[config.mk]
export PLATFORM = sky130hd
export DESIGN_NAME = serial_gamepad_poller
export DESIGN_NICKNAME = d
export VERILOG_FILES = /design/src/hdl/sgp_pkg.sv /design/src/hdl/serial_gamepad_poller.sv
export SDC_FILE = /design/constraint.sdc
export NUM_CORES = 1
export LEC_CHECK = 0
export BUFFER_PORTS_ARGS = -buffer_cell sky130_fd_sc_hd__buf_2
export CORE_MARGIN = 2
export CORE_UTILIZATION = 55
export CTS_CLUSTER_SIZE = 40
export DETAILED_ROUTE_END_ITERATION = 8
export GPL_TIMING_DRIVEN = 0
export PLACE_DENSITY = 0.9
export SLEW_MARGIN = 25
export SYNTH_ARGS = -nofsm -noshare
export SYNTH_HDL_FRONTEND = slang
export SYNTH_SLANG_ARGS = --single-unit
[constraint.sdc]
create_clock -name clk_i -period 5 [get_ports clk_i]
set_input_delay 1.25 -clock clk_i [delete_from_list [all_inputs] [get_ports clk_i]]
set_output_delay 1.25 -clock clk_i [all_outputs]
set_load 0.02 [all_outputs]
[src/hdl/sgp_pkg.sv]
// Package for the serial gamepad poller: item types and register map.
// No dependencies.
package sgp_pkg;

  localparam int unsigned PeriodW = 16;
  localparam int unsigned TimeW = 32;
  localparam int unsigned OutButtonsW = 8;
  localparam int unsigned ApbDataW = 32;
  localparam int unsigned ApbAddrW = 3;
  localparam int unsigned RegIdxW = 1;

  localparam logic [RegIdxW-1:0] RegPeriodUs = 1'b0;
  localparam logic [PeriodW-1:0] PeriodReset = 16'd24;

  typedef struct packed {
    logic [TimeW-1:0] time_us;
    logic             data_in;
  } in_t;

  typedef struct packed {
    logic                   latch_out;
    logic                   clock_out;
    logic [OutButtonsW-1:0] buttons;
    logic [OutButtonsW-1:0] changed;
  } out_t;

endpackage

[src/hdl/serial_gamepad_poller.sv]
// Serial gamepad poller: input register, combinational state update, result register.
// Depends on sgp_pkg.
//
// Polls a serial shift-register game controller. Every input item carries the
// current microsecond time and the data pin level; when more than period_us/2
// microseconds have passed since the last toggle, the phase flips, driving the
// latch pulse and then one clock pulse per button while the inverted data bit
// is captured. Each item yields exactly one result item holding both line
// levels, the button bits and the changed mask. The block takes one item per
// clock cycle unless stalled; an item passes the input register, then the result
// register, and the state update between them is a 32-bit subtract and compare.
// The input is stalled only while the result register is full and stalled.
module serial_gamepad_poller
  import sgp_pkg::*;
#(
  parameter int unsigned NUM_BUTTONS = 8
) (
  input  logic                clk_i,
  input  logic                rst_ni,
  input  logic                psel,
  input  logic                penable,
  input  logic                pwrite,
  input  logic [ApbAddrW-1:0] paddr,
  input  logic [ApbDataW-1:0] pwdata,
  output logic [ApbDataW-1:0] prdata,
  output logic                pready,
  input  logic                in_valid_i,
  output logic                in_stall_o,
  input  in_t                 in_data_i,
  output logic                out_valid_o,
  input  logic                out_stall_i,
  output out_t                out_data_o
);

  localparam int unsigned SlotW = $clog2(NUM_BUTTONS + 1);
  localparam int unsigned WideW = (NUM_BUTTONS > OutButtonsW) ? NUM_BUTTONS : OutButtonsW;
  localparam logic [SlotW-1:0] SlotLast = SlotW'(NUM_BUTTONS);

  logic [PeriodW-1:0]     period_q;
  logic                   s1_valid_q;
  in_t                    s1_data_q;
  logic                   out_valid_q;
  out_t                   out_data_q, out_data_d;
  logic [TimeW-1:0]       last_time_q, last_time_d;
  logic                   phase_q, phase_d;
  logic [SlotW-1:0]       slot_q, slot_d;
  logic [NUM_BUTTONS-1:0] bits_q, bits_d;
  logic [NUM_BUTTONS-1:0] prev_q, prev_d;
  logic                   latch_q, latch_d;
  logic                   clock_q, clock_d;
  logic                   adv_out;
  logic                   adv_in;
  logic                   cfg_wr;
  logic [TimeW-1:0]       elapsed;
  logic                   toggle;
  logic [SlotW-1:0]       slot_inc;
  logic [WideW-1:0]       bits_wide;
  logic [WideW-1:0]       chg_wide;

  assign pready = 1'b1;
  assign cfg_wr = psel && penable && pwrite && pready;

  always_comb begin
    prdata = '0;
    if (paddr[ApbAddrW-1 -: RegIdxW] == RegPeriodUs) begin
      prdata = ApbDataW'(period_q);
    end
  end

  always_ff @(posedge clk_i or negedge rst_ni) begin
    if (!rst_ni) begin
      period_q <= PeriodReset;
    end else if (cfg_wr && paddr[ApbAddrW-1 -: RegIdxW] == RegPeriodUs) begin
      period_q <= pwdata[PeriodW-1:0];
    end
  end

  assign adv_out    = !out_valid_q || !out_stall_i;
  assign adv_in     = !s1_valid_q || adv_out;
  assign in_stall_o = !adv_in;

  always_ff @(posedge clk_i or negedge rst_ni) begin
    if (!rst_ni) begin
      s1_valid_q <= 1'b0;
    end else if (adv_in) begin
      s1_valid_q <= in_valid_i;
    end
  end

  always_ff @(posedge clk_i) begin
    if (adv_in && in_valid_i) begin
      s1_data_q <= in_data_i;
    end
  end

  assign elapsed  = s1_data_q.time_us - last_time_q;
  assign toggle   = elapsed > TimeW'(period_q >> 1);
  assign slot_inc = (slot_q >= SlotLast) ? '0 : slot_q + SlotW'(1);

  always_comb begin
    last_time_d = last_time_q;
    phase_d     = phase_q;
    slot_d      = slot_q;
    bits_d      = bits_q;
    prev_d      = prev_q;
    latch_d     = latch_q;
    clock_d     = clock_q;
    if (toggle) begin
      last_time_d = s1_data_q.time_us;
      phase_d     = !phase_q;
      if (!phase_q) begin
        slot_d = slot_inc;
        if (slot_inc == '0) begin
          latch_d = 1'b1;
        end else begin
          clock_d = 1'b1;
          for (int i = 0; i < NUM_BUTTONS; i++) begin
            if (slot_inc == SlotW'(i + 1)) begin
              prev_d[i] = bits_q[i];
              bits_d[i] = !s1_data_q.data_in;
            end
          end
        end
      end else if (slot_q == '0) begin
        latch_d = 1'b0;
      end else begin
        clock_d = 1'b0;
      end
    end
  end

  assign bits_wide = WideW'(bits_d);
  assign chg_wide  = WideW'(bits_d ^ prev_d);

  always_comb begin
    out_data_d.latch_out = latch_d;
    out_data_d.clock_out = clock_d;
    out_data_d.buttons   = bits_wide[OutButtonsW-1:0];
    out_data_d.changed   = chg_wide[OutButtonsW-1:0];
  end

  always_ff @(posedge clk_i or negedge rst_ni) begin
    if (!rst_ni) begin
      last_time_q <= '0;
      phase_q     <= 1'b0;
      slot_q      <= '0;
      bits_q      <= '0;
      prev_q      <= '0;
      latch_q     <= 1'b0;
      clock_q     <= 1'b0;
    end else if (adv_out && s1_valid_q) begin
      last_time_q <= last_time_d;
      phase_q     <= phase_d;
      slot_q      <= slot_d;
      bits_q      <= bits_d;
      prev_q      <= prev_d;
      latch_q     <= latch_d;
      clock_q     <= clock_d;
    end
  end

  always_ff @(posedge clk_i or negedge rst_ni) begin
    if (!rst_ni) begin
      out_valid_q <= 1'b0;
    end else if (adv_out) begin
      out_valid_q <= s1_valid_q;
    end
  end

  always_ff @(posedge clk_i) begin
    if (adv_out && s1_valid_q) begin
      out_data_q <= out_data_d;
    end
  end

  assign out_valid_o = out_valid_q;
  assign out_data_o  = out_data_q;

`ifndef SYNTHESIS
  a_lines_exclusive: assert property (@(posedge clk_i) disable iff (!rst_ni)
    out_valid_o |-> !(out_data_o.latch_out && out_data_o.clock_out))
    else $error("latch and clock lines high together");

  a_slot_range: assert property (@(posedge clk_i) disable iff (!rst_ni)
    slot_q <= SlotLast)
    else $error("slot counter out of range");

  a_latch_slot: assert property (@(posedge clk_i) disable iff (!rst_ni)
    latch_q |-> slot_q == '0)
    else $error("latch high outside slot zero");

  a_no_stall_when_empty: assert property (@(posedge clk_i) disable iff (!rst_ni)
    !out_valid_q |-> !in_stall_o)
    else $error("input stalled with empty result register");

  a_state_hold: assert property (@(posedge clk_i) disable iff (!rst_ni)
    !s1_valid_q |=> $stable(slot_q) && $stable(phase_q))
    else $error("state changed without an item");
`endif

endmodule

* After elaboration in Yosys (flattened, before gate mapping)
Index checks and enable logic that the tools add are counted.
** Word-level totals
- Flip-flop bits (word level) :: 124
- Input port bits :: 75
- Output and inout port bits :: 53
- Word-level logic and storage cells :: 80
** Operators by class
- Add/sub/neg operators :: 2
- Magnitude comparators :: 2
- Equal/unequal tests :: 8
- Muxes and demuxes :: 32
- Bitwise logic cells :: 3
- Reduce and logical (&&, ||, !) cells :: 17
** Operators by type and width (number)
- two-way mux 8 bit :: 6
- greater-than comparator 32 x 15 -> 1 bit :: 1
- subtractor 32 bit :: 1
- two-way mux 1 bit :: 24
- == test 4 x 3 -> 1 bit, second input constant :: 4
- two-way mux 16 bit :: 1
- == test 4 x 2 -> 1 bit, second input constant :: 2
- zero test 4 bit :: 2
- XOR 8 bit :: 1
- zero test 1 bit :: 6
- logical AND 1 bit :: 5
- adder 4 x 1 -> 4 bit, second input constant :: 1
- == test 4 x 1 -> 1 bit, second input constant :: 1
- == test 4 bit, second input constant :: 1
- greater-or-equal comparator 4 bit, second input constant :: 1
- two-way mux 4 bit :: 1
- AND reduction 3 bit :: 1
- logical OR 1 bit :: 2
- inverter 1 bit :: 2
- AND reduction 2 bit :: 1

* Longest topological paths before layout
Gate-level depths: netlist of the first run.
- Depth in word-level cells :: 8
- Gate-level depth with buffers :: 23
- Mapped depth without buffers :: 21

* Least setup slack after synthesis of the first run
No wires, ideal clock.
- Kind :: reg-to-reg
- From :: reg s1_data_q[1] (netlist name)
- To :: reg out_data_q, in the netlist out_data_o[16], data pin
- Library setup time :: 269 ps
- Arrival :: 3994 ps
- Required time :: 4731 ps
- Path slack :: 738 ps
- Cell stages (with the launch flop) :: 23
- Path buffers :: 2
- Period minus slack after synthesis :: 4262 ps
- Cells stage by stage :: edfxtp_1 inv_1 ha_1 fa_1 nand2b_1 a21o_1 a21oi_1 nor2_1 o31ai_1 xor2_1 ha_1 a31oi_1 o21ai_0 a21o_1 a211oi_1 o211a_1 o2111ai_1 nor4_2 nand4_4 buf_6 buf_6 a21oi_1 a21oi_1
** On the way
- Word-level cells in the longest chain between the ends :: 3
** RTL lines
- start, declared :: line serial_gamepad_poller.sv:41 : in_t s1_data_q;
- start signal, assigned :: line serial_gamepad_poller.sv:92 : s1_data_q <= in_data_i;
- subtractor 32 bit :: line serial_gamepad_poller.sv:96 : assign elapsed = s1_data_q.time_us - last_time_q;
- greater-than comparator 32 x 15 -> 1 bit :: line serial_gamepad_poller.sv:97 : assign toggle = elapsed > TimeW'(period_q >> 1);
- two-way mux 1 bit :: line serial_gamepad_poller.sv:108 : if (toggle) begin
- via clock_d :: line serial_gamepad_poller.sv:50 : logic clock_q, clock_d;
- end signal, assigned :: line serial_gamepad_poller.sv:172 : out_data_q <= out_data_d;
- end, declared :: line serial_gamepad_poller.sv:43 : out_t out_data_q, out_data_d;
The timed path passes the listed nets, and every way through them passes these cells.
A chain may end at the register's enable or synchronous reset.

* Worst setup path in the final report of the first run
- From :: reg s1_data_q[1] (netlist name)
- To :: reg out_data_q, in the netlist out_data_o[6], data pin
** On the way
- Word-level cells in the longest chain between the ends :: 4
- Elaborated cells between the ends (all ways) :: 5
- Those cells by class :: add/sub (1); order compare (1); mux (2); bitwise (1)
** RTL lines
- subtractor 32 bit * :: line serial_gamepad_poller.sv:96
- greater-than comparator 32 x 15 -> 1 bit * :: line serial_gamepad_poller.sv:97
- two-way mux 8 bit :: line serial_gamepad_poller.sv:108
- XOR 8 bit * :: line serial_gamepad_poller.sv:133 : assign chg_wide = WideW'(bits_d ^ prev_d);
- via chg_wide[6] :: line serial_gamepad_poller.sv:58 : logic [WideW-1:0] chg_wide;
The timed path passes the listed nets; every way through them passes the cells marked *.

==> summary.txt, run 1 <==
STA
  • Final min period: around 5100 ps
  • Fin worst setup slack: -51.3 ps
  • Setup_tns: -51.3 ps
  • RSZ-0062 raised after global routing: true
  • Worst Tran Pin Value: around 770 ps
  • Final Hold Viols: 0
  • Setup violators final: 1
  • Tcrit/Tclk final: 101%
  • Slew margin rel.: 48.3%
  • Fin Clk Skew: between 10 and 15 ps
  • Fmax: around 0.20 GHz
  • Slew Viols, Final: 0

Synth
  • Synthesized area: 0.00796 mm²
  • Synth cell types: 75
  • Number of flops mapped to enable cells by yosys: 51
  • Top cell type's share of synthesized area: approximately 22%
  • Largest area contributor in the netlist: dfrtp_1
  • Warnings from Yosys: 0
  • Main flop type after synthesis: dfrtp_1
  • Post-synthesis cell count: 774
  • FF+latch count, synth: approximately 120
  • FFs w/ async S/R, synth: 58.9%
  • Ranking of synthesized cells by area: dfrtp_1 (22%), edfxtp_1 (19%), ha_1 (7.5%), mux2_4 (5.3%), mux2_2 (4.0%)
  • Mean post-synth cell area: slightly above 10 µm²
  • Post-synthesis sequential area ratio: a little over two fifths

Global route
  • First-pass GRT wire length: about 29 mm
  • Global Route Usage Sum: around a quarter
  • Antenna violations before repair: 0
  • Total gr overflow: 0
  • Largest net degree at the start of global routing: 43
  • Vias in the first global route: between 6000 and 7000

Detailed routing
  • M1 WL: 8.48 mm
  • DR vias: slightly below 7000
  • Met3 routed WL: approximately 1.4 mm
  • Uppermost layer routed: met4
  • Via density: between 5 and 6
  • Number of DRC markers in iteration 0: 564
  • WL met2: ~9.7 mm
  • TritonRoute pass-1 iters: 6
  • # DRC: 0
  • ANT nets after route: 0
  • Total wire length: slightly above 20 mm
  • Routed WL per cell: approximately 18 µm

Floorplanning
  • Initial Utilization: approximately 57%
  • Io pins: 128
  • Die Width: around 120 µm
  • Core area: about 0.014 mm²
  • Cell Rows: between 40 and 50
  • Die area: between 0.015 and 0.02 mm²
  • Die Span Y: about 120 µm

Status
  • Outcome: finished with violations
  • Failing checks: setup timing

Critical path
  • Req. time, crit path: about 5000 ps
  • Critical Path Start Type: register
  • CP max FO: 6
  • Crit. End Element: register
  • WP data arrival: approximately 5200 ps
  • CP Class: reg2reg

Finish
  • Most common cell after layout, fill and taps aside: buf_2
  • Nets@finish: 1055
  • Area Overhead vs Synth: 26.9%
  • Design area: slightly above 0.01 mm²
  • Most frequent cells in the layout: buf_2 (97), inv_1 (79), dfrtp_1 (71)
  • Inserted Diodes: 0
  • Layout cells sized above 1: a little under a third

Place
  • Gp weighted congestion: about 0.89
  • HPWL after DPL: approximately 12 mm
  • Dpl cell area: around 0.0087 mm²
  • Port Buf Inserts: 91

Clock tree
  • CTS tree: built
  • H-tree Lvls: 4
  • Clock sinks: 124
  • Root buf cell: clkbuf_16
  • Worst skew pair latency: 420 ps
  • Hold_buf cts: 0
  • CTS clk-pin slew, worst paths: roughly 60 ps
  • Longest Clk Path Bufs: 2
  • TritonCTS Buffers: 17

Run
  • Max_cap viols: 0

Power
  • Power per cell area: just under 500 mW/mm²
  • Pwr Total: roughly 5000 µW
  • Leakage: roughly 0.0046 µW
  • Worst VDD drop: around 0.29 mV

Hold path
  • Worst hold path class: reg2reg
final cells by class:
class                           count  area, µm²
Buffer                             47        357
Clock buffer                       20        457
Clock inverter                     12        193
Fill cell                         955       3880
Inverter                           79        297
Multi-Input combinational cell    539       4290
Sequential cell                   124       3360
Tap cell                          180        225
Timing Repair Buffer              123        925
cell usage after synthesis, drive strengths merged, types with 5 or more instances:
library cell and instances:
inv 79, dfrtp 71, mux2 58, nor2 55
edfxtp 51, ha 48, a21oi 46, nand2 40
buf 33, o21ai 33, nand3 29, nand4 21
nor2b 16, clkbuf 14, xnor2 13, mux2i 12
a21o 10, o22ai 10, o21a 9, o31ai 9
or4 9, o21bai 8, nor3 7, o211ai 7
xor2 7, or3 6, a211oi 5, a31oi 5
nand2b 5
worst max-delay path, stage by stage, from the launching register on:
cell and delay (ps):
edfxtp_1 400, inv_1 70, ha_2 210, fa_2 380, nand2b_4 150, a21o_1 230
a21oi_2 220, nor2_2 80, o31ai_2 240, xor2_1 250, ha_1 290, a31oi_1 180
o21ai_1 80, a21o_1 190, a211oi_2 260, o211a_1 200, o2111ai_2 150, nor4_4 280
nand4_4 180, buf_6 170, buf_8 130, buf_8 130, nand4_1 160, nand3_2 130
where the power goes:
group / switching, µW / internal, µW
registers: 177 / 1340
clock network: 454 / 906
logic: 1210 / 867
worst paths after layout:
check | startpoint | endpoint | slack, ps | depth (start not counted)
worst min-delay path | s1_valid_q$_DFFE_PN0N_ | out_valid_o$_DFFE_PN0P_ | 470 | 1
worst max register to register | s1_data_q[1]$_DFFE_PP_ | out_data_o[6]$_DFFE_PP_ | -50 | 23
worst min register to register | s1_valid_q$_DFFE_PN0N_ | out_valid_o$_DFFE_PN0P_ | 470 | 1
worst max-delay path | s1_data_q[1]$_DFFE_PP_ | out_data_o[6]$_DFFE_PP_ | -50 | 23
min in group asynchronous | rst_ni | bits_q[4]$_DFFE_PN0P_ | 770 | 1
max in group asynchronous | rst_ni | period_q[4]$_DFFE_PN1P_ | 3570 | 2
per-stage QoR:
stage	hold slack [ps]	instances	setup slack (ps)	utilization (%)
global placement	449	1060	-142	62.2
floorplan	443	789	738	-
finish	472	1124	-51.3	72.2
detailed placement	463	1062	-228	62.5
CTS	475	1095	4.55	67.4
global route	506	1124	-219	72.2
flip-flops by register name, indices dropped and copies added (netlist names), 4 cells and up:
name / flops
s1_data_q: 33
last_time_q: 32
out_data_o: 18
period_q: 16
bits_q: 8
prev_q: 8
slot_q: 4
kinds of logic after synthesis:
kind of cell | synth area share [%]
compound gates | 14.7
xor+xnor | 2.20
fa+ha+maj | 7.80
buf+inv | 7.95
flops | 42.2
mux | 11.0
other cells | 0.0943
simple gates | 14.0
metal layers:
| layer | up-vias | global-route usage [%] |
|---|---|---|
| li1 | 3093 | - |
| met4 | 0 | 8.20 |
| met3 | 79 | 5.71 |
| met1 | 3191 | 30.0 |
| met2 | 367 | 38.3 |
| met5 | - | 0 |
timing repair:
item                                    4_1_cts  5_1_grt
endpoints found under the setup margin       61       73
cloned                                        0        6
gates resized for setup                       4       72
pin swaps                                     3       24
buffers inserted                              1       23
Note: power is estimated with default switching activity, not from simulation.
==> inputs of run 2 (changes only) <==
Settings changed: CORE_ASPECT_RATIO set to 0.75, SLEW_MARGIN 25 to 15.
==> summary.txt, run 2 (synthesis results as in run 1) <==
Status
  • Outcome: completed

Global route
  • Largest net degree at the start of global routing: 46 (+7.0%)
  • Vias in the first global route: 6181 (-0.43%)
  • Met3 Usage GRT: 6.86% (+1.2 points)
  • Antenna violations before repair: 0 (unchanged)
  • Global Route Usage Sum: 25.5% (+2.2 points)
  • Met1 Usage GRT: 35.8% (+5.8 points)
  • GRT busiest layer: met2
  • Total gr overflow: 0 (unchanged)
  • GRT met2 Usage: 38.3% (-0.070 points)
  • First-pass GRT wire length: 30.8 mm (+4.5%)

Critical path
  • Crit-path slowest cell: nor4_1
  • Crit path buf inv count: 5 (+1)
  • Req. time, crit path: 5150 ps (about the same)
  • CP max FO: 10 (+4)
  • Critical Path Start Type: register
  • Crit. End Element: register
  • WP data arrival: 4940 ps (-250 ps)
  • CP Class: reg2reg
  • CP delay by family, top: simple AND/OR/NAND/NOR gates
  • CP cell instances: ha_1 > buf_2 > a21o_1 > a211oi_2 > a21oi_2 > nor2_1 > o31ai_2 > xor2_1 > ha_1 > buf_4 > nand3_1 > nor4_1 > o211a_1 > o2111ai_1 > nor4_2 > buf_4 > nand4_4 > buf_8 > buf_6 > nand4_1 > nand3_1
  • CP max stage delay: 420 ps (+20 ps)

STA
  • Final min period: 4790 ps (-265 ps)
  • Final Hold Viols: 0 (unchanged)
  • Slew margin rel.: 52.3% (+4.0 points)
  • Setup_tns: 0 ps (+51.3 ps)
  • Setup violators final: 0 (-1)
  • Min Hold Slack: 472 ps (-0.443 ps)
  • Slew Viols, Final: 0 (unchanged)
  • Fmax: 0.209 GHz (+5.5%)
  • Fin worst setup slack: 214 ps (+265 ps)
  • Worst Tran Pin Value: 712 ps (-54.0 ps)
  • Tcrit/Tclk final: 95.7% (-5.3 points)
  • Fin Clk Skew: 14.4 ps (+3.85 ps)

Finish
  • Most common cell after layout, fill and taps aside: buf_2
  • Inserted Diodes: 0 (unchanged)
  • Most frequent cells in the layout: buf_2 (97), inv_1 (79), dfrtp_1 (71)
  • Area Overhead vs Synth: 19.4%
  • Nets@finish: 1032 (-2.2%)
  • Layout cells sized above 1: 27.5% (-4.5 points)
  • Largest register FFs: 33 (unchanged)
  • Most flop-heavy register: s1_data_q

Detailed routing
  • Via density: 5.82 (-2.8%)
  • ANT nets after route: 0 (unchanged)
  • Number of DRC markers in iteration 0: 658 (+17%)
  • Total wire length: 19.1 mm (-5.8%)
  • TritonRoute pass-1 iters: 9 (+3)
  • # DRC: 0 (unchanged)
  • Routed WL per cell: 17.0 µm (-5.6%)
  • DR vias: 6527 (-3.0%)

Power
  • Leakage: 0.00434 µW (-6.0%)
  • Worst VDD drop: 0.261 mV (-11%)
  • Power per cell area: 487 mW/mm² (-0.66%)

Clock tree
  • Worst skew pair latency: 430 ps (about the same)
  • Clock sinks: 124 (unchanged)
  • CTS clk-pin slew, worst paths: 60 ps (about the same)
  • CTS tree: built
  • Root buf cell: clkbuf_16
  • Hold_buf cts: 0 (unchanged)
  • Longest Clk Path Bufs: 2 (unchanged)
  • TritonCTS Buffers: 17 (unchanged)
  • H-tree Lvls: 4 (unchanged)

Place
  • Gp weighted congestion: 0.940 (+5.9%)
  • Port Buf Inserts: 91 (unchanged)
  • HPWL after DPL: 13.5 mm (+9.4%)
  • Placement Setup Slack: 12.8 ps (+241 ps)

Floorplanning
  • Die Span Y: 108 µm (-13%)
  • Core area: 0.0143 mm² (+2.3%)
  • Die area: 0.0155 mm² (about the same)
  • Die Width: 143 µm (+15%)
  • Io pins: 128 (unchanged)
  • Initial Utilization: 55.6% (-1.3 points)
  • Cell Rows: 38 (-12%)

Run
  • Max_cap viols: 0 (unchanged)

Hold path
  • Worst hold path class: reg2reg
run 2: worst paths after layout:
check | start | to | slack [ps] | cells after the start
hold / removal | s1_valid_q$_DFFE_PN0N_ | out_valid_o$_DFFE_PN0P_ | 470 | 1
max in group asynchronous | rst_ni | prev_q[6]$_DFFE_PN0P_ | 3660 | 2
hold reg to reg | s1_valid_q$_DFFE_PN0N_ | out_valid_o$_DFFE_PN0P_ | 470 | 1
min in group asynchronous | rst_ni | last_time_q[4]$_DFFE_PN0P_ | 750 | 1
setup reg to reg | s1_data_q[8]$_DFFE_PP_ | out_data_o[0]$_DFFE_PP_ | 210 | 21
setup / recovery | s1_data_q[8]$_DFFE_PP_ | out_data_o[0]$_DFFE_PP_ | 210 | 21
run 2: per-stage QoR:
| stage | total power, µW | util, % | instances | cell area, µm² |
|---|---|---|---|---|
| 6_report | 4630 | 66.4 | 1121 | 9500 |
| 5_1_grt | 4910 | 66.4 | 1121 | 9500 |
| 4_1_cts | 4560 | 65.5 | 1115 | 9380 |
| 3_5_place_dp | 3290 | 61.3 | 1082 | 8780 |
| 3_3_place_gp | 3210 | 61.0 | 1080 | 8720 |
| 2_1_floorplan | 2830 | - | 789 | 8020 |
run 2: power by group:
| part | switching (µW) | internal [µW] | total, µW |
|---|---|---|---|
| Sequential | 162 | 1340 | 1500 |
| Clock | 483 | 740 | 1220 |
| Combinational | 1120 | 784 | 1900 |
| Total | 1760 | 2870 | 4630 |
run 2: timing repair:
item,in CTS,in global routing
pin swaps,1,7
setup buffers,1,5
gates resized for setup,1,15
endpoints found under the hold margin,0,0
setup endpoints to repair,39,69
gates cloned,0,1
run 2: routing by layer:
metal	share of wire [%]	vias to the layer above
met3	10	45
met1	44	3065
met5	0	-
li1	-	3046
met4	2.3	0
met2	44	371
run 2: layout make-up:
cell class | instances | area (µm²)
repair buffers | 100 | 579
clock inverters | 15 | 166
inverters | 79 | 297
fillers | 1030 | 4810
plain buffers | 47 | 342
multi-input cells | 539 | 4080
flip-flops and latches | 124 | 3360
well taps | 200 | 250
clock buffers | 17 | 425
